### src/hw/rtl/tvm_pkg.sv
// ----------------------------------------------------------------------------
// tvm_pkg: shared types and constants of the tiny register VM core
// Opcode codes, register file geometry and fixed machine constants.
// ----------------------------------------------------------------------------
`timescale 1ns / 1ps

package tvm_pkg;

  localparam int REG_COUNT = 16;
  localparam int REG_AW    = $clog2(REG_COUNT);
  localparam int WORD_W    = 16;

  typedef logic [REG_AW-1:0] reg_idx_t;
  typedef logic [WORD_W-1:0] word_t;
  typedef logic [3:0]        opcode_t;

  // special register places
  localparam reg_idx_t IP_INDEX = reg_idx_t'(15);
  localparam reg_idx_t SS_INDEX = reg_idx_t'(12);
  localparam reg_idx_t SP_INDEX = reg_idx_t'(13);
  localparam reg_idx_t SU_INDEX = reg_idx_t'(14);
  localparam reg_idx_t OUT_REG  = reg_idx_t'(5);

  // stack layout used by restart
  localparam int    STACK_WORDS = 256;
  localparam word_t STACK_GAP   = word_t'(32);

  localparam int PROG_LEN_W = 13;

  // opcodes
  localparam opcode_t OP_HALT = 4'd0;
  localparam opcode_t OP_LDI  = 4'd1;
  localparam opcode_t OP_MOV  = 4'd2;
  localparam opcode_t OP_ADD  = 4'd3;
  localparam opcode_t OP_SUB  = 4'd4;
  localparam opcode_t OP_MUL  = 4'd5;
  localparam opcode_t OP_DIV  = 4'd6;
  localparam opcode_t OP_JMP  = 4'd7;
  localparam opcode_t OP_JNZ  = 4'd8;

endpackage

### src/hw/rtl/tvm_ram.sv
// ----------------------------------------------------------------------------
// tvm_ram: generic RAM, one write port, two registered read ports
// Width and depth set by parameters.
// ----------------------------------------------------------------------------
`timescale 1ns / 1ps

module tvm_ram #(
  parameter int WIDTH = 16,
  parameter int DEPTH = 16
) (
  input  logic                     clk,
  input  logic                     we,
  input  logic [$clog2(DEPTH)-1:0] waddr,
  input  logic [WIDTH-1:0]         wdata,
  input  logic [$clog2(DEPTH)-1:0] raddr_a,
  output logic [WIDTH-1:0]         rdata_a,
  input  logic [$clog2(DEPTH)-1:0] raddr_b,
  output logic [WIDTH-1:0]         rdata_b
);

  logic [WIDTH-1:0] mem [DEPTH];

  always_ff @(posedge clk) begin
    if (we) begin
      mem[waddr] <= wdata;
    end
    rdata_a <= mem[raddr_a];
    rdata_b <= mem[raddr_b];
  end

endmodule

### src/hw/rtl/tiny_register_vm_core.sv
// ----------------------------------------------------------------------------
// tiny_register_vm_core: sequenced 16-bit register machine
// Executes one instruction word per input beat, one result beat per input.
// ----------------------------------------------------------------------------
// Each input beat is one instruction (or a restart) and yields exactly one
// result beat with the next fetch address, the output character, the halt
// state and a divide-by-zero flag. The core works on one beat at a time and
// holds in_stall high until the result has gone into the output register.
// All arithmetic runs through one shared 18-bit adder/subtractor. Multiply
// uses 16 shift-add steps, divide two magnitude steps, 16 restoring steps
// and a sign fix, and restart three chained adds for the stack registers.
// A beat also waits in its done state while the previous result sits
// stalled in the output register. Register values live in a small
// two-read-port RAM with per-entry valid bits, so reset and restart clear
// the whole file at once with no clearing pass.
`timescale 1ns / 1ps

module tiny_register_vm_core (
  input  logic        clk,
  input  logic        rst_n,
  // configuration
  input  logic        cfg_valid,
  output logic        cfg_ready,
  input  logic [12:0] cfg_program_length,
  // instruction beats
  input  logic        in_valid,
  output logic        in_stall,
  input  logic        in_mode,
  input  logic [15:0] in_instruction,
  // result beats
  output logic        out_valid,
  input  logic        out_stall,
  output logic [15:0] out_fetch_address,
  output logic [7:0]  out_out_char,
  output logic        out_halted,
  output logic        out_div_by_zero
);

  localparam logic [3:0] ST_IDLE = 4'd0;
  localparam logic [3:0] ST_EXEC = 4'd1;
  localparam logic [3:0] ST_NEGB = 4'd2;
  localparam logic [3:0] ST_DIV  = 4'd3;
  localparam logic [3:0] ST_DFIX = 4'd4;
  localparam logic [3:0] ST_MUL  = 4'd5;
  localparam logic [3:0] ST_RS0  = 4'd6;
  localparam logic [3:0] ST_RS1  = 4'd7;
  localparam logic [3:0] ST_RS2  = 4'd8;
  localparam logic [3:0] ST_DONE = 4'd9;

  localparam bit IP_IS_OUT = (tvm_pkg::IP_INDEX == tvm_pkg::OUT_REG);

  logic [3:0]                        state_r, state_nxt;
  logic [tvm_pkg::PROG_LEN_W-1:0]    pl_r;
  logic [tvm_pkg::REG_COUNT-1:0]     valid_r;
  tvm_pkg::word_t                    ip_r;
  tvm_pkg::word_t                    r5_r;
  logic                              halt_r;
  logic                              dz_r;
  logic [15:0]                       ins_r;
  tvm_pkg::word_t                    acc_r;
  tvm_pkg::word_t                    opa_r;
  tvm_pkg::word_t                    opb_r;
  logic [3:0]                        cnt_r;
  logic                              neg_r;

  logic                              out_valid_r;
  tvm_pkg::word_t                    out_addr_r;
  logic [7:0]                        out_char_r;
  logic                              out_halt_r;
  logic                              out_dz_r;

  logic                              in_acc;
  logic                              out_free;

  // register file access
  tvm_pkg::word_t                    rd_a, rd_b;
  tvm_pkg::word_t                    opnd_a, opnd_b;
  logic                              wr_en;
  tvm_pkg::reg_idx_t                 wr_idx;
  tvm_pkg::word_t                    wr_data;
  logic                              ram_we;

  // shared adder
  logic [16:0]                       alu_x, alu_y;
  logic                              alu_sub;
  logic [17:0]                       alu_res;

  tvm_pkg::opcode_t                  op;
  tvm_pkg::reg_idx_t                 ra, rb;
  tvm_pkg::word_t                    imm;
  logic                              div_ge;
  tvm_pkg::word_t                    r5_view;

  assign op  = tvm_pkg::opcode_t'(ins_r[15:12]);
  assign ra  = tvm_pkg::reg_idx_t'(ins_r[11:8]);
  assign rb  = tvm_pkg::reg_idx_t'(ins_r[7:4]);
  assign imm = {{8{ins_r[7]}}, ins_r[7:0]};

  assign cfg_ready = 1'b1;
  assign in_stall  = (state_r != ST_IDLE);
  assign in_acc    = in_valid && !in_stall;
  assign out_free  = !out_valid_r || !out_stall;

  assign out_valid         = out_valid_r;
  assign out_fetch_address = out_addr_r;
  assign out_out_char      = out_char_r;
  assign out_halted        = out_halt_r;
  assign out_div_by_zero   = out_dz_r;

  assign r5_view = IP_IS_OUT ? ip_r : r5_r;

  tvm_ram #(
    .WIDTH (tvm_pkg::WORD_W),
    .DEPTH (tvm_pkg::REG_COUNT)
  ) u_regs (
    .clk     (clk),
    .we      (ram_we),
    .waddr   (wr_idx),
    .wdata   (wr_data),
    .raddr_a (tvm_pkg::reg_idx_t'(in_instruction[11:8])),
    .rdata_a (rd_a),
    .raddr_b (tvm_pkg::reg_idx_t'(in_instruction[7:4])),
    .rdata_b (rd_b)
  );

  // operand select: IP and register 5 live in flops, never-written entries read 0
  always_comb begin
    if (ra == tvm_pkg::IP_INDEX) begin
      opnd_a = ip_r;
    end else if (ra == tvm_pkg::OUT_REG) begin
      opnd_a = r5_r;
    end else begin
      opnd_a = valid_r[ra] ? rd_a : '0;
    end
    if (rb == tvm_pkg::IP_INDEX) begin
      opnd_b = ip_r;
    end else if (rb == tvm_pkg::OUT_REG) begin
      opnd_b = r5_r;
    end else begin
      opnd_b = valid_r[rb] ? rd_b : '0;
    end
  end

  assign alu_res = {1'b0, alu_x} + ({1'b0, alu_y} ^ {18{alu_sub}}) + 18'(alu_sub);
  assign div_ge  = !alu_res[17];

  assign ram_we = wr_en && (wr_idx != tvm_pkg::IP_INDEX) && (wr_idx != tvm_pkg::OUT_REG);

  // sequencer: adder operands, write port, next state
  always_comb begin
    alu_x     = '0;
    alu_y     = '0;
    alu_sub   = 1'b0;
    wr_en     = 1'b0;
    wr_idx    = ra;
    wr_data   = alu_res[15:0];
    state_nxt = state_r;
    unique case (state_r)
      ST_IDLE: begin
        // increment IP; register 5 is cleared first when they coincide
        alu_x = {1'b0, (IP_IS_OUT ? '0 : ip_r)};
        alu_y = 17'd1;
        if (in_acc) begin
          if (in_mode) begin
            state_nxt = ST_RS0;
          end else if (halt_r) begin
            state_nxt = ST_DONE;
          end else begin
            state_nxt = ST_EXEC;
          end
        end
      end
      ST_EXEC: begin
        state_nxt = ST_DONE;
        case (op)
          tvm_pkg::OP_HALT: begin
          end
          tvm_pkg::OP_LDI: begin
            wr_en   = 1'b1;
            wr_data = imm;
          end
          tvm_pkg::OP_MOV: begin
            wr_en   = 1'b1;
            wr_idx  = rb;
            wr_data = opnd_a;
          end
          tvm_pkg::OP_ADD: begin
            alu_x = {1'b0, opnd_a};
            alu_y = {1'b0, opnd_b};
            wr_en = 1'b1;
          end
          tvm_pkg::OP_SUB: begin
            alu_x   = {1'b0, opnd_a};
            alu_y   = {1'b0, opnd_b};
            alu_sub = 1'b1;
            wr_en   = 1'b1;
          end
          tvm_pkg::OP_MUL: begin
            state_nxt = ST_MUL;
          end
          tvm_pkg::OP_DIV: begin
            // magnitude of the dividend
            alu_y   = {1'b0, opnd_a};
            alu_sub = 1'b1;
            if (opnd_b == '0) begin
              wr_en   = 1'b1;
              wr_data = '0;
            end else begin
              state_nxt = ST_NEGB;
            end
          end
          tvm_pkg::OP_JMP: begin
            alu_x  = {1'b0, ip_r};
            alu_y  = {1'b0, imm};
            wr_en  = 1'b1;
            wr_idx = tvm_pkg::IP_INDEX;
          end
          tvm_pkg::OP_JNZ: begin
            alu_x  = {1'b0, ip_r};
            alu_y  = {1'b0, imm};
            wr_en  = (opnd_a != '0);
            wr_idx = tvm_pkg::IP_INDEX;
          end
          default: begin
          end
        endcase
      end
      ST_NEGB: begin
        alu_y     = {1'b0, opb_r};
        alu_sub   = 1'b1;
        state_nxt = ST_DIV;
      end
      ST_DIV: begin
        // trial subtract of the divisor from the shifted remainder
        alu_x   = {acc_r, opa_r[15]};
        alu_y   = {1'b0, opb_r};
        alu_sub = 1'b1;
        if (cnt_r == '1) begin
          state_nxt = ST_DFIX;
        end
      end
      ST_DFIX: begin
        alu_y     = {1'b0, opa_r};
        alu_sub   = 1'b1;
        wr_en     = 1'b1;
        wr_data   = neg_r ? alu_res[15:0] : opa_r;
        state_nxt = ST_DONE;
      end
      ST_MUL: begin
        alu_x = {1'b0, acc_r};
        alu_y = opb_r[0] ? {1'b0, opa_r} : '0;
        if (cnt_r == '1) begin
          wr_en     = 1'b1;
          state_nxt = ST_DONE;
        end
      end
      ST_RS0: begin
        alu_x     = 17'(pl_r);
        alu_y     = {1'b0, tvm_pkg::STACK_GAP};
        wr_en     = 1'b1;
        wr_idx    = tvm_pkg::SS_INDEX;
        state_nxt = ST_RS1;
      end
      ST_RS1: begin
        alu_x     = {1'b0, acc_r};
        alu_y     = 17'(tvm_pkg::STACK_WORDS);
        wr_en     = 1'b1;
        wr_idx    = tvm_pkg::SP_INDEX;
        state_nxt = ST_RS2;
      end
      ST_RS2: begin
        alu_x     = {1'b0, acc_r};
        alu_y     = {1'b0, tvm_pkg::STACK_GAP};
        wr_en     = 1'b1;
        wr_idx    = tvm_pkg::SU_INDEX;
        state_nxt = ST_DONE;
      end
      ST_DONE: begin
        if (out_free) begin
          state_nxt = ST_IDLE;
        end
      end
      default: begin
        state_nxt = ST_IDLE;
      end
    endcase
  end

  always_ff @(posedge clk) begin
    if (!rst_n) begin
      state_r     <= ST_IDLE;
      pl_r        <= '0;
      valid_r     <= '0;
      ip_r        <= '0;
      r5_r        <= '0;
      halt_r      <= 1'b0;
      dz_r        <= 1'b0;
      out_valid_r <= 1'b0;
    end else begin
      state_r <= state_nxt;

      if (cfg_valid && cfg_ready) begin
        pl_r <= cfg_program_length;
      end

      // load a new result beat, or drop the one just taken
      if ((state_r == ST_DONE) && out_free) begin
        out_valid_r <= 1'b1;
      end else if (!out_stall) begin
        out_valid_r <= 1'b0;
      end

      unique case (state_r)
        ST_IDLE: begin
          if (in_acc) begin
            ins_r <= in_instruction;
            dz_r  <= 1'b0;
            if (in_mode) begin
              valid_r <= '0;
              ip_r    <= '0;
              r5_r    <= '0;
              halt_r  <= 1'b0;
            end else if (!halt_r) begin
              r5_r <= '0;
              ip_r <= alu_res[15:0];
            end
          end
        end
        ST_EXEC: begin
          acc_r <= '0;
          cnt_r <= '0;
          opa_r <= ((op == tvm_pkg::OP_DIV) && opnd_a[15]) ? alu_res[15:0] : opnd_a;
          opb_r <= opnd_b;
          neg_r <= opnd_a[15] ^ opnd_b[15];
          if (op == tvm_pkg::OP_HALT) begin
            halt_r <= 1'b1;
          end
          if ((op == tvm_pkg::OP_DIV) && (opnd_b == '0)) begin
            dz_r <= 1'b1;
          end
        end
        ST_NEGB: begin
          opb_r <= opb_r[15] ? alu_res[15:0] : opb_r;
        end
        ST_DIV: begin
          acc_r <= div_ge ? alu_res[15:0] : {acc_r[14:0], opa_r[15]};
          opa_r <= {opa_r[14:0], div_ge};
          cnt_r <= cnt_r + 4'd1;
        end
        ST_MUL: begin
          acc_r <= alu_res[15:0];
          opa_r <= {opa_r[14:0], 1'b0};
          opb_r <= {1'b0, opb_r[15:1]};
          cnt_r <= cnt_r + 4'd1;
        end
        ST_RS0, ST_RS1: begin
          acc_r <= alu_res[15:0];
        end
        ST_DONE: begin
          if (out_free) begin
            out_addr_r  <= ip_r;
            out_char_r  <= r5_view[7:0];
            out_halt_r  <= halt_r;
            out_dz_r    <= dz_r;
          end
        end
        default: begin
        end
      endcase

      // register file write-back; IP wins over register 5 when they coincide
      if (wr_en) begin
        if (wr_idx == tvm_pkg::IP_INDEX) begin
          ip_r <= wr_data;
        end else if (wr_idx == tvm_pkg::OUT_REG) begin
          r5_r <= wr_data;
        end else begin
          valid_r[wr_idx] <= 1'b1;
        end
      end
    end
  end

`ifndef SYNTH
  // an accepted beat always starts work
  a_accept_leaves_idle: assert property (@(posedge clk) disable iff (!rst_n)
    in_acc |=> (state_r != ST_IDLE))
    else $error("accepted beat did not leave idle");

  // divider iterations never run with a zero divisor
  a_div_nonzero: assert property (@(posedge clk) disable iff (!rst_n)
    (state_r == ST_DIV) |-> (opb_r != '0))
    else $error("divide iteration with zero divisor");

  // iteration count starts at zero on entry to the divide loop
  a_div_cnt_start: assert property (@(posedge clk) disable iff (!rst_n)
    ((state_r == ST_DIV) && ($past(state_r) == ST_NEGB)) |-> (cnt_r == '0))
    else $error("divide loop entered with stale count");

  // the halt flag drops only through a restart beat
  a_halt_sticky: assert property (@(posedge clk) disable iff (!rst_n)
    ($past(rst_n) && $fell(halt_r)) |-> $past(in_acc && in_mode))
    else $error("halt flag cleared without restart");

  // a result is loaded only from the done state
  a_out_from_done: assert property (@(posedge clk) disable iff (!rst_n)
    ($past(rst_n) && $rose(out_valid_r)) |-> ($past(state_r) == ST_DONE))
    else $error("result loaded outside done state");
`endif

endmodule
### config.mk
export PLATFORM = sky130hd
export DESIGN_NAME = tiny_register_vm_core
export DESIGN_NICKNAME = d
export VERILOG_FILES = /design/src/hw/rtl/tvm_pkg.sv /design/src/hw/rtl/tvm_ram.sv /design/src/hw/rtl/tiny_register_vm_core.sv
export SDC_FILE = /design/constraint.sdc
export NUM_CORES = 1
export LEC_CHECK = 0
export ABC_AREA = 0
export BUFFER_PORTS_ARGS = -buffer_cell sky130_fd_sc_hd__buf_2
export CAP_MARGIN = 20
export CORE_MARGIN = 10
export CORE_UTILIZATION = 35
export CTS_CLUSTER_DIAMETER = 200
export DETAILED_ROUTE_END_ITERATION = 10
export SLEW_MARGIN = 15
export SYNTH_ARGS = -nofsm -noshare
export SYNTH_HDL_FRONTEND = slang
export SYNTH_SLANG_ARGS = --single-unit
### constraint.sdc
create_clock -name clk -period 5.21 [get_ports clk]
set_input_delay 0.521 -clock clk [delete_from_list [all_inputs] [get_ports clk]]
set_output_delay 0.521 -clock clk [all_outputs]
set_load 0.02 [all_outputs]
---- Word level (Yosys, flattened, before mapping) ----
Memory sizes are Yosys's and may differ from the RTL's. A register that Yosys moved wholly into a read port is not among the register bits.
Index checks and enable logic that the tools add are counted.
W data, S select, Z words.
word-level totals
  register bits after elaboration ......... 163
  bits in writable memories ............... 256
  input port bits ......................... 35
  output and inout port bits .............. 29
  word-level logic and storage cells ...... 186
  memories kept ........................... 1
memories
  name        words  bits a word  read ports  clocked after Yosys merged registers in  write ports  line           text
  u_regs.mem  16     16           2           2                                        1            tvm_ram.sv:21  logic [WIDTH-1:0] mem [DEPTH];
operators by class
  add/subtract/negate cells ............... 3
  $lt $le $gt $ge ......................... 4
  equality and inequality tests ........... 35
  mux-type cells .......................... 76
  bitwise logic cells ..................... 3
  reductions and logical operators ........ 45
operators with widths
  cell                  count
  $mux W16              32
  $pmux W16 S3          5
  $pmux W16 S7          1
  $pmux W17 S5          1
  $pmux W16 S2          2
  $eq A4 B3 Y1 const B  11
  $pmux W4 S9           1
  $eq A4 B4 Y1 const B  7
  $mux W4               7
  $pmux W4 S2           3
  $add A17 B18 Y18      1
  $add A18 B1 Y18       1
  $xor A17 B18 Y18      1
  $eq A4 B2 Y1 const B  4
  $logic_not A16 Y1     1
  $ne A2 B2 Y1 const B  8
  $or A16 B16 Y16       1
  $pmux W4 S4           1
  $reduce_bool A16 Y1   1
  $lt A4 B5 Y1 const B  3
  $mux W1               15
  $reduce_or A2 Y1      7
  $reduce_and A3 Y1     4
  $reduce_and A2 Y1     5
  other kinds (22)      43

---- Logic depth before layout (Yosys ltp) ----
Gate-level depths: netlist of run 1.
  depth in word-level cells ............... 16
  mapped depth ............................ 25
  gate-level depth less buffers ........... 22

---- Hierarchy ----
From an unflattened synthesis of run 1, not the netlist that was laid out.
second synthesis, totals
  cells, all modules ...................... 1,817
  area, all modules ....................... 23,219.8 um^2
by module, submodules not included
  module                 instances  cells each  area an instance (um^2)  seq. area each (um^2)
  tvm_ram                1          585         12,335.6                 8,328.0
  tiny_register_vm_core  1          1,232       10,884.2                 4,214.0

---- Least setup slack after synthesis of run 1 ----
Ideal clock, no wire load.
  kind .................................... flip-flop to flip-flop
  start point ............................. reg ins_r[5]
  end point ............................... reg ip_r[14]
  library setup time ...................... 0.078 ns
  arrival ................................. 5.325 ns
  required time ........................... 5.132 ns
  path slack .............................. -0.193 ns
  cell stages (with the launch flop) ...... 23
  path buffers ............................ 2
  clock period less this slack ............ 5.403 ns
  cells stage by stage .................... edfxtp_1 -> mux4_1 -> mux2i_1 -> mux2_2 -> nor2_1 -> clkbuf_1 -> a222oi_1 -> nor2b_1 -> a221oi_1 -> o21ai_0 -> xnor2_1 -> ha_1 -> clkbuf_1 -> a21o_1 -> a21oi_1 -> o21bai_1 -> a211o_1 -> a311oi_1 -> o21bai_1 -> xnor2_1 -> o21ai_0 -> nor2_1 -> nor3_1
on the way
  elaborated cells on any way between the ends .. 29
  those cells by class .................... add/sub (2); eq/ne (3); mux (22); bitwise (1); reduce/logical (1)
RTL lines
  element                        line                          text
  start, declared                tiny_register_vm_core.sv:59   logic [15:0] ins_r;
  start signal, assigned         tiny_register_vm_core.sv:316  ins_r <= in_instruction;
  $bmux W1 S4                    tiny_register_vm_core.sv:140  opnd_b = valid_r[rb] ? rd_b : '0;
  $mux W1 (not written as such)  tiny_register_vm_core.sv:140
  $mux W16                       tiny_register_vm_core.sv:140
  $mux W16                       tiny_register_vm_core.sv:137  end else if (rb == tvm_pkg::OUT_REG) begin
  $mux W16                       tiny_register_vm_core.sv:135  if (rb == tvm_pkg::IP_INDEX) begin
  $pmux W16 S3                   tiny_register_vm_core.sv:175  case (op)
  $pmux W16 S7                   tiny_register_vm_core.sv:158  unique case (state_r)
  $xor A17 B18 Y18               tiny_register_vm_core.sv:144  assign alu_res = {1'b0, alu_x} + ({1'b0, alu_y} ^ {18{alu_sub}}) + 18'(alu_sub);
  $add A17 B18 Y18               tiny_register_vm_core.sv:144
  $add A18 B1 Y18                tiny_register_vm_core.sv:144
  $mux W16                       tiny_register_vm_core.sv:205  if (opnd_b == '0) begin
  $pmux W16 S3                   tiny_register_vm_core.sv:175
  $pmux W16 S2 *                 tiny_register_vm_core.sv:158
  net u_regs.wdata[14]           tvm_ram.sv:14                 input logic [WIDTH-1:0] wdata,
  $mux W16 *                     tiny_register_vm_core.sv:373  if (wr_idx == tvm_pkg::IP_INDEX) begin
  $mux W16 *                     tiny_register_vm_core.sv:372  if (wr_en) begin
  end signal, assigned           tiny_register_vm_core.sv:325  ip_r <= alu_res[15:0];
  end signal, assigned           tiny_register_vm_core.sv:374  ip_r <= wr_data;
  end, declared                  tiny_register_vm_core.sv:55   tvm_pkg::word_t ip_r;
Mark *: on every way through the listed nets, which the timed path passes. The rest lies on a longest branch. The select of a mux whose other input is x is not followed.
A chain may end at the register's enable or synchronous reset.

---- Worst setup path in the final report of run 1 ----
  start point ............................. reg ins_r[7]
  end point ............................... reg ip_r[14]
The elaborated chain is that of the path after synthesis.

==> summary.md, run 1 <==
| Metric | Value |
|---|---|
| Most common cell in the netlist | sky130_fd_sc_hd__edfxtp_1 |
| All-Layer GR Usage | 0.190 |
| Setup WS post-layout | 0.0717 ns |
| Final critical-path required period | 5.14 ns |
| Effective utilization at floorplan | 0.353 |
| Hold slack | 0.0787 ns |
| Horizontal die dimension | 278 um |
| Largest net degree at the start of global routing | 66 |
| Buffer depth of the longest clock path | 3 |
| Std cell rows | 94 |
| Detail-routed net length per standard cell | 26.1 um |
| Share of the synthesized netlist area taken by xor and xnor gates | 0.0116 |
| Cell accounting for the most synthesized area | sky130_fd_sc_hd__edfxtp_1 |
| Period Utilization, post-route | 0.986 |
| Leading register cell type out of synthesis | sky130_fd_sc_hd__edfxtp_1 |
| Share of cells above drive strength 1 | 0.308 |
| Vias in the first global route | 17319 |
| Port-buffer cells | 62 |
| Combinational family with the most area after synthesis | multiplexers |
| Top cell types by occurrence after synthesis | sky130_fd_sc_hd__edfxtp_1 (351), sky130_fd_sc_hd__mux4_2 (163), sky130_fd_sc_hd__nand2_1 (151) |
| Total die area | 0.0771 sq mm |
| Share of the synthesized area in compound gates (AO/OA/AOI/OAI) | 0.131 |
| Power per Cell Area | 679 mW/mm^2 |
| Diode insertion count for antenna repair | 0 |
| Drt pass-1 iters | 8 |
| First-pass GRT wire length | 113000 um |
| Clk slew on worst S/H paths | 0.06 ns |
| Starting DRC count in detailed routing | 2204 |
| # Max-Cap Violations | 0 |
| Adder and majority gate portion of the synthesized area | 0.0100 |
| H-tree Lvls | 2 |
| Number of vias per cell | 5.96 |
| Slew Limit Headroom | 0.247 |
| Yosys warnings | 0 |
| Worst-path maximum fanout | 18 |
| P_leak | 9.82 nW |
| Bufs and invs on worst path | 3 |
| Final max-slew violation count | 0 |
| Required time of the critical path | 5.68 ns |
| Fin Setup TNS | 0 ns |
| Area of the core | 0.0659 sq mm |
| Setup repair after global routing missed its margin | true |
| Multiplexer share of the synthesized area | 0.182 |
| Final Skew | 0.0251 ns |
| Pre-CTS setup slack | -0.277 ns |
| WS Path Type | flop to flop |
| Post-synth EDFFs | 351 |
| Category of the worst setup path capture point | flop |
| Placed insts | 2793 |
| TritonCTS clock tree | built |
| Total I/O pin count | 64 |
| Hold Vio Cnt, Final | 0 |
| Simple logic cell fraction of the synthesized area | 0.0989 |
| Filler cells | 6072 |
| Setup violations, final | 0 |
| Drt total wl | 75900 um |
| IR drop worst, VDD | 0.333 mV |
| Half-perimeter wire length after detailed placement | 52700 um |
| Most area-consuming cells after synthesis | sky130_fd_sc_hd__edfxtp_1 (45%), sky130_fd_sc_hd__mux4_2 (16%), sky130_fd_sc_hd__dfxtp_1 (8.6%) |
| Overall via count from detail_route | 17336 |
| Area delta synth->final | 20.6% |
| Number of instances in the synthesized netlist | 1775 |
| Clock tree sinks | 451 |
| Arrival time of the worst setup path | 5.61 ns |
| Actual transition at the worst max-transition pin | 1.13 ns |
| Cell type group with the largest total delay on the critical path | compound AO/OA/AOI/OAI gates |
| Tightest Hold Check Type | input port to flop |
| Number of CTS-inserted buffers | 48 |
| Placer Congestion | 0.948 |
| Slowest stage delay, CP | 0.54 ns |
| Area share of the largest cell type after synthesis | 0.453 |
| Syn Area/Cell | 13.1 sq um |
| Net total in the final layout | 2057 |
| Fraction of synthesis flops using an asynchronous set or reset pin | 0 |
| Number of standard cells in the final layout excluding fillers | 2908 |
| Max reg flops | 256 |
| Routed Antenna Nets | 0 |
| Cell-by-cell trace of the critical path | buf_6, mux4_2, mux2i_1, mux2_4, nor2_4, a222oi_1, nor2b_1, a221oi_2, o21ai_2, xnor2_1, ha_1, a21o_1, a21oi_2, o21bai_2, a211o_1, buf_4, a311oi_2, o21bai_1, xnor2_2, o221a_2, o21ai_4, buf_12, nor2_1, nor3_1 |
| Number of synthesized register bits | 451 |
| Clock Tree Root | sky130_fd_sc_hd__clkbuf_16 |
| Clock latency reported for the late side of the worst-skew pair | 0.61 ns |
| Run status | completed |
| Register with the most flip-flops | u_regs.mem |
| Instance area after placement | 0.0258 sq mm |
| Register area share after synthesis | 0.540 |
| Initial antenna violation count | 0 |
| Cell with the largest stage delay on the worst path | sky130_fd_sc_hd__edfxtp_1 |
| Number of buffers inserted by hold repair at cts | 0 |
| Post-layout instance area | 0.0280 sq mm |
| Startpoint type of the worst setup path | flop |
| Netlist area before placement | 0.0232 sq mm |
| Total congestion overflow after global routing | 0 |
| Fmax | 195 MHz |
| Detailed-route DRC error count | 0 |
| Number of library cell types mapped by synthesis | 89 |
| Overall die height | 278 um |
-- worst paths after layout --
| path | from | end | slack, ns | depth (start not counted) |
|---|---|---|---|---|
| max | ins_r[7] | ip_r[14] | 0.07 | 24 |
| max reg2reg | ins_r[7] | ip_r[14] | 0.07 | 24 |
| min reg2reg | dz_r | out_div_by_zero | 0.45 | 0 |
| min | in_instruction[13] | ins_r[13] | 0.08 | 1 |
-- cell usage in the layout (no fill, tap or decap), types with 9 or more instances in the layout --
master                      synthesis  final
sky130_fd_sc_hd__nor2b_1           15     12
sky130_fd_sc_hd__a222oi_1          26     26
sky130_fd_sc_hd__buf_12             0      9
sky130_fd_sc_hd__a221oi_2           1     10
sky130_fd_sc_hd__a31oi_1           15     13
sky130_fd_sc_hd__clkbuf_1          83     10
sky130_fd_sc_hd__o22ai_1           15     14
sky130_fd_sc_hd__clkbuf_16          0     48
sky130_fd_sc_hd__a21oi_2            1     11
sky130_fd_sc_hd__o21ai_1            8     15
sky130_fd_sc_hd__dfxtp_1          100    100
sky130_fd_sc_hd__o21ai_0           70     57
sky130_fd_sc_hd__a21oi_1           81     70
sky130_fd_sc_hd__buf_4              6    197
sky130_fd_sc_hd__nand3_1           58     58
sky130_fd_sc_hd__nand2_1          151    150
sky130_fd_sc_hd__ha_1              17     15
sky130_fd_sc_hd__o221ai_1           9      9
sky130_fd_sc_hd__inv_1             23     21
sky130_fd_sc_hd__or3_1             11     10
sky130_fd_sc_hd__o211ai_1          23     23
sky130_fd_sc_hd__nor2_2             1     10
sky130_fd_sc_hd__mux4_2           163    164
sky130_fd_sc_hd__nand2b_1          26     26
sky130_fd_sc_hd__buf_2             12     61
sky130_fd_sc_hd__edfxtp_1         351    351
sky130_fd_sc_hd__a21o_1            17     17
sky130_fd_sc_hd__xnor2_1           25     19
sky130_fd_sc_hd__a221oi_1          26     17
sky130_fd_sc_hd__a22oi_1           53     53
sky130_fd_sc_hd__clkinv_2           0      9
sky130_fd_sc_hd__conb_1             2     33
sky130_fd_sc_hd__nor3_1            32     28
sky130_fd_sc_hd__mux2i_1           50     50
sky130_fd_sc_hd__nor2_1           118    107
-- through the flow --
stage                util  power, mW
finish              0.426       19.0
global route        0.426       19.9
CTS                 0.420       18.4
detailed placement  0.392       14.6
global placement    0.392       14.4
floorplan               -       10.6
-- final cells by class --
cell class / count / area [sq um] / share of cell area
timing repair buffer: 276 / 2070 / 0.0738
inverter: 24 / 93.8 / 0.00335
tap: 864 / 1080 / 0.0386
timing repair inverter: 1 / 7.51 / 0.000268
clock buffer: 65 / 1340 / 0.0476
sequential: 451 / 12500 / 0.447
multi-input combinational: 1202 / 10500 / 0.376
clock inverter: 25 / 368 / 0.0131
-- power by group --
part / internal (mW) / switching (mW) / total [mW] / leakage (nW)
logic: 3.43 / 5.62 / 9.05 / 4.92
clock network: 2.16 / 1.50 / 3.67 / 0.825
registers: 5.86 / 0.452 / 6.31 / 4.07
total: 11.5 / 7.58 / 19.0 / 9.82
-- metal layers --
layer	part of all wire	track usage	up-vias
met1	0.42	0.254	8779
met2	0.47	0.310	850
met3	0.074	0.0292	145
met5	0	0	-
met4	0.034	0.0688	0
li1	-	-	7562
-- what timing repair did --
item / CTS / global route
pin swaps: 6 / 24
cloned: 1 / 1
buffers inserted: 12 / 12
hold endpoints to repair: 0 / 0
endpoints found under the setup margin: 171 / 207
resized for setup: 20 / 60
-- cells by family after synthesis --
group / count (synthesis)
AOI/OAI and AO/OA: 426
buffers and inverters: 153
and+or+nand+nor: 479
muxes: 216
other: 2
adders and majority gates: 18
xor gates and xnor gates: 30
DFF: 451
No activity file was read; power rests on OpenSTA's default activity.
==> inputs of run 2 (changes only) <==
--- a/config.mk
+++ b/config.mk
@@ -15,4 +15,5 @@
 export SLEW_MARGIN = 15
 export SYNTH_ARGS = -nofsm -noshare
 export SYNTH_HDL_FRONTEND = slang
+export SYNTH_HIERARCHICAL = 1
 export SYNTH_SLANG_ARGS = --single-unit
==> run 2 against run 1 <==
The run now ends with negative setup slack left. Utilization down 0.47 points. Wire length increased by 0.58%. Area after synthesis decreased by 0.12%. Setup slack worse by 0.089 ns. Flip-flop and latch count unchanged. First-iteration DRC count decreased by 0.23%. Via count is 2.6% higher. Final cell count grew 0.21%. Clock power decreased by 4%. Register-to-register slack worse by 0.09 ns. Highest routed layer is now met5. Cell area decreased by 1.3%.
==> summary.md, run 2 <==
| Metric | Value |
|---|---|
| Run status | finished, violations left |
| Violations in the final reports | negative setup slack |
| Category of the worst setup path capture point | flop |
| Register area share after synthesis | 0.540 (+0.000640) |
| Most common cell after layout, fill and taps aside | sky130_fd_sc_hd__edfxtp_1 |
| Number of buffers inserted by hold repair at cts | 0 (unchanged) |
| Share of cells above drive strength 1 | 0.274 (-0.0346) |
| Most area-consuming cells after synthesis | sky130_fd_sc_hd__edfxtp_1 (45%), sky130_fd_sc_hd__mux4_2 (10%), sky130_fd_sc_hd__dfxtp_1 (8.6%) |
| Number of instances in the synthesized netlist | 1817 (+2.4%) |
| Max reg flops | 256 (unchanged) |
| Leading register cell type out of synthesis | sky130_fd_sc_hd__edfxtp_1 |
| Clock Tree Root | sky130_fd_sc_hd__clkbuf_16 |
| Total congestion overflow after global routing | 0 (unchanged) |
| Number of library cell types mapped by synthesis | 97 (+9.0%) |
| Port-buffer cells | 62 (unchanged) |
| Instance area after placement | 0.0256 sq mm (-0.73%) |
| Half-perimeter wire length after detailed placement | 53300 um (+1.1%) |
| Clk slew on worst S/H paths | 0.06 ns (about the same) |
| Clock tree sinks | 451 (unchanged) |
| Effective utilization at floorplan | 0.353 (about the same) |
| Power per Cell Area | 665 mW/mm^2 (-2.0%) |
| Final max-slew violation count | 0 (unchanged) |
| Period Utilization, post-route | 1.00 (+0.0171) |
| Startpoint type of the worst setup path | flop |
| Net total in the final layout | 2064 (+0.34%) |
| Netlist area before placement | 0.0232 sq mm (-0.12%) |
| # Max-Cap Violations | 0 (unchanged) |
| Filler cells | 6014 (-0.96%) |
| Detail-routed net length per standard cell | 26.2 um (+0.37%) |
| Largest net degree at the start of global routing | 46 (-30%) |
| R2r startpoint | ins_r[5] |
| Syn Area/Cell | 12.8 sq um (-2.4%) |
| Final critical-path required period | 5.23 ns (+0.0893 ns) |
| Placer Congestion | 0.970 (+2.4%) |
| Worst-path maximum fanout | 8 (-10) |
| Area of the core | 0.0657 sq mm (-0.18%) |
| Setup slack, reg-to-reg | -0.02 ns (-0.09 ns) |
| Yosys warnings | 6 (+6) |
| Hold EP | ins_r[15] |
| First-pass GRT wire length | 113000 um (+0.11%) |
| Setup violations, final | 24 (+24) |
| Post-synth EDFFs | 351 (unchanged) |
| Number of synthesized register bits | 451 (unchanged) |
| Detailed-route DRC error count | 0 (unchanged) |
| Pre-CTS setup slack | -0.318 ns (-0.0403 ns) |
| Cell accounting for the most synthesized area | sky130_fd_sc_hd__edfxtp_1 |
| H-tree Lvls | 2 (unchanged) |
| Starting DRC count in detailed routing | 2199 (-0.23%) |
| Hold Path Depth | 1 (unchanged) |
| Initial antenna violation count | 1 (+1) |
| Slew Limit Headroom | 0.241 (-0.00605) |
| Number of CTS-inserted buffers | 47 (-2.1%) |
| All-Layer GR Usage | 0.190 (-0.000213) |
| IR drop worst, VDD | 0.474 mV (+42%) |
| WS Path Type | flop to flop |
| Total power of the final layout | 18.4 mW (-3.2%) |
| Setup repair after global routing missed its margin | true |
| Commonest non-fill, non-tap cells in the layout | sky130_fd_sc_hd__edfxtp_1 (351), sky130_fd_sc_hd__buf_4 (194), sky130_fd_sc_hd__nand2_1 (180) |
| Overall via count from detail_route | 17779 (+2.6%) |
| Final Skew | 0.0184 ns (-0.00669 ns) |
| Number of standard cells in the final layout excluding fillers | 2914 (+0.21%) |
| Fmax | 191 MHz (-1.7%) |
| Total I/O pin count | 64 (unchanged) |
| Post-layout instance area | 0.0277 sq mm (-1.3%) |
| Fin Setup TNS | -0.255 ns (-0.255 ns) |
| Arrival time of the worst setup path | 5.54 ns (-0.07 ns) |
| Endpoint of the worst register-to-register path | u_regs/mem[12][15] |
| Actual transition at the worst max-transition pin | 1.14 ns (+0.0114 ns) |
| TritonCTS clock tree | built |
| Horizontal die dimension | 278 um (about the same) |
| Area share of the largest cell type after synthesis | 0.454 (+0.000537) |
| Most common cell in the netlist | sky130_fd_sc_hd__edfxtp_1 |
| Placed insts | 2807 (+0.50%) |
| Overall die height | 278 um (about the same) |
| Std cell rows | 94 (unchanged) |
| Routed Antenna Nets | 0 (unchanged) |
| Vias in the first global route | 17679 (+2.1%) |
| Top cell types by occurrence after synthesis | sky130_fd_sc_hd__edfxtp_1 (351), sky130_fd_sc_hd__nand2_1 (182), sky130_fd_sc_hd__nor2_1 (137) |
| Setup WS post-layout | -0.0176 ns (-0.0893 ns) |
| Diode insertion count for antenna repair | 0 (unchanged) |
| Clock latency reported for the late side of the worst-skew pair | 0.61 ns (about the same) |
| P_leak | 9.64 nW (-1.8%) |
| Fraction of synthesis flops using an asynchronous set or reset pin | 0 (unchanged) |
| Number of vias per cell | 6.10 (+2.3%) |
| Drt pass-1 iters | 7 (-1) |
| Register with the most flip-flops | u_regs/mem |
| Hold Vio Cnt, Final | 0 (unchanged) |
| Total die area | 0.0770 sq mm (-0.11%) |
| Drt total wl | 76400 um (+0.58%) |
| Tightest Hold Check Type | input port to flop |
| Worst reg-to-reg path cell count | 21 (-13%) |
| Area delta synth->final | 19.2% |
| Buffer depth of the longest clock path | 3 (unchanged) |
| Required time of the critical path | 5.52 ns (-0.16 ns) |
| Origin of the worst min-delay path | in_instruction[15] |
| Post-Syn Nets | 1870 |
[run 2: critical path, stage by stage, from the launching register on]
cell,delay (ns)
sky130_fd_sc_hd__edfxtp_1,0.43
sky130_fd_sc_hd__mux4_2,0.56
sky130_fd_sc_hd__mux2i_4,0.22
sky130_fd_sc_hd__o32ai_4,0.14
sky130_fd_sc_hd__buf_6,0.16
sky130_fd_sc_hd__a222oi_1,0.32
sky130_fd_sc_hd__o221ai_1,0.25
sky130_fd_sc_hd__a222oi_1,0.39
sky130_fd_sc_hd__xnor2_1,0.11
sky130_fd_sc_hd__ha_1,0.32
sky130_fd_sc_hd__a21o_1,0.18
sky130_fd_sc_hd__a21o_1,0.17
sky130_fd_sc_hd__a21oi_2,0.17
sky130_fd_sc_hd__o21ai_2,0.07
sky130_fd_sc_hd__a21o_1,0.17
sky130_fd_sc_hd__a21oi_2,0.15
sky130_fd_sc_hd__nand3_2,0.09
sky130_fd_sc_hd__o21ai_2,0.17
sky130_fd_sc_hd__xnor2_2,0.11
sky130_fd_sc_hd__a222oi_1,0.31
sky130_fd_sc_hd__buf_4,0.25
sky130_fd_sc_hd__clkinvlp_4,0.19
[run 2: cells by family (layout without fill, tap and decap cells)]
| kind of cell | after synthesis | in the layout | share of synthesized area |
|---|---|---|---|
| DFF | 451 | 451 | 0.540 |
| xor gates and xnor gates | 27 | 27 | 0.0112 |
| buffers and inverters | 157 | 390 | 0.0330 |
| AOI/OAI and AO/OA | 480 | 480 | 0.153 |
| muxes | 179 | 179 | 0.151 |
| and+or+nand+nor | 504 | 504 | 0.102 |
| adders and majority gates | 18 | 18 | 0.0100 |
| other | 1 | 1 | 0.000162 |
[run 2: power breakdown]
part	leakage [nW]	internal (mW)	switching [mW]	total (mW)
clock network	0.794	2.04	1.48	3.52
logic	4.81	3.31	5.44	8.75
registers	4.04	5.74	0.404	6.14
total	9.64	11.1	7.33	18.4
[run 2: how the worst max path moves through the flow]
stage               startpoint                  to  slack [ns]
detailed placement    ins_r[5]   u_regs/mem[7][14]       -0.32
CTS                   ins_r[5]   u_regs/mem[10][6]       0.001
floorplan             ins_r[7]            ip_r[12]        0.06
finish                ins_r[5]  u_regs/mem[12][15]       -0.02
global route          ins_r[5]  u_regs/mem[12][15]       -0.30
global placement      ins_r[7]   u_regs/mem[6][14]       -0.19
[run 2: stage by stage]
stage	hold WS (ns)	utilization
after floorplan	0.406	-
after global placement	0.418	0.389
after detailed placement	0.429	0.389
after CTS	0.0733	0.416
after global routing	0.0840	0.421
final	0.0942	0.421
[run 2: repair_timing]
item / in CTS / in global routing
gates cloned: 1 / 2
setup endpoints to repair: 184 / 221
buffers inserted: 5 / 10
resized for setup: 16 / 56
pin swaps: 17 / 44
[run 2: area by class of cell]
cell class	count	area [sq um]	area share
Multi-Input combinational cell	1209	10200	0.370
Clock inverter	24	265	0.00958
Inverter	25	97.6	0.00353
Sequential cell	451	12500	0.453
Clock buffer	64	1350	0.0489
Tap cell	864	1080	0.0391
Timing Repair Buffer	276	2080	0.0751
Timing Repair inverter	1	7.51	0.000271
[run 2: per-layer routing]
layer	vias to the layer above	wire length, um	GRT usage
li1	7694	-	-
met1	8921	30200	0.239
met2	990	37200	0.324
met3	172	6340	0.0335
met4	2	2670	0.0686
met5	-	14	0
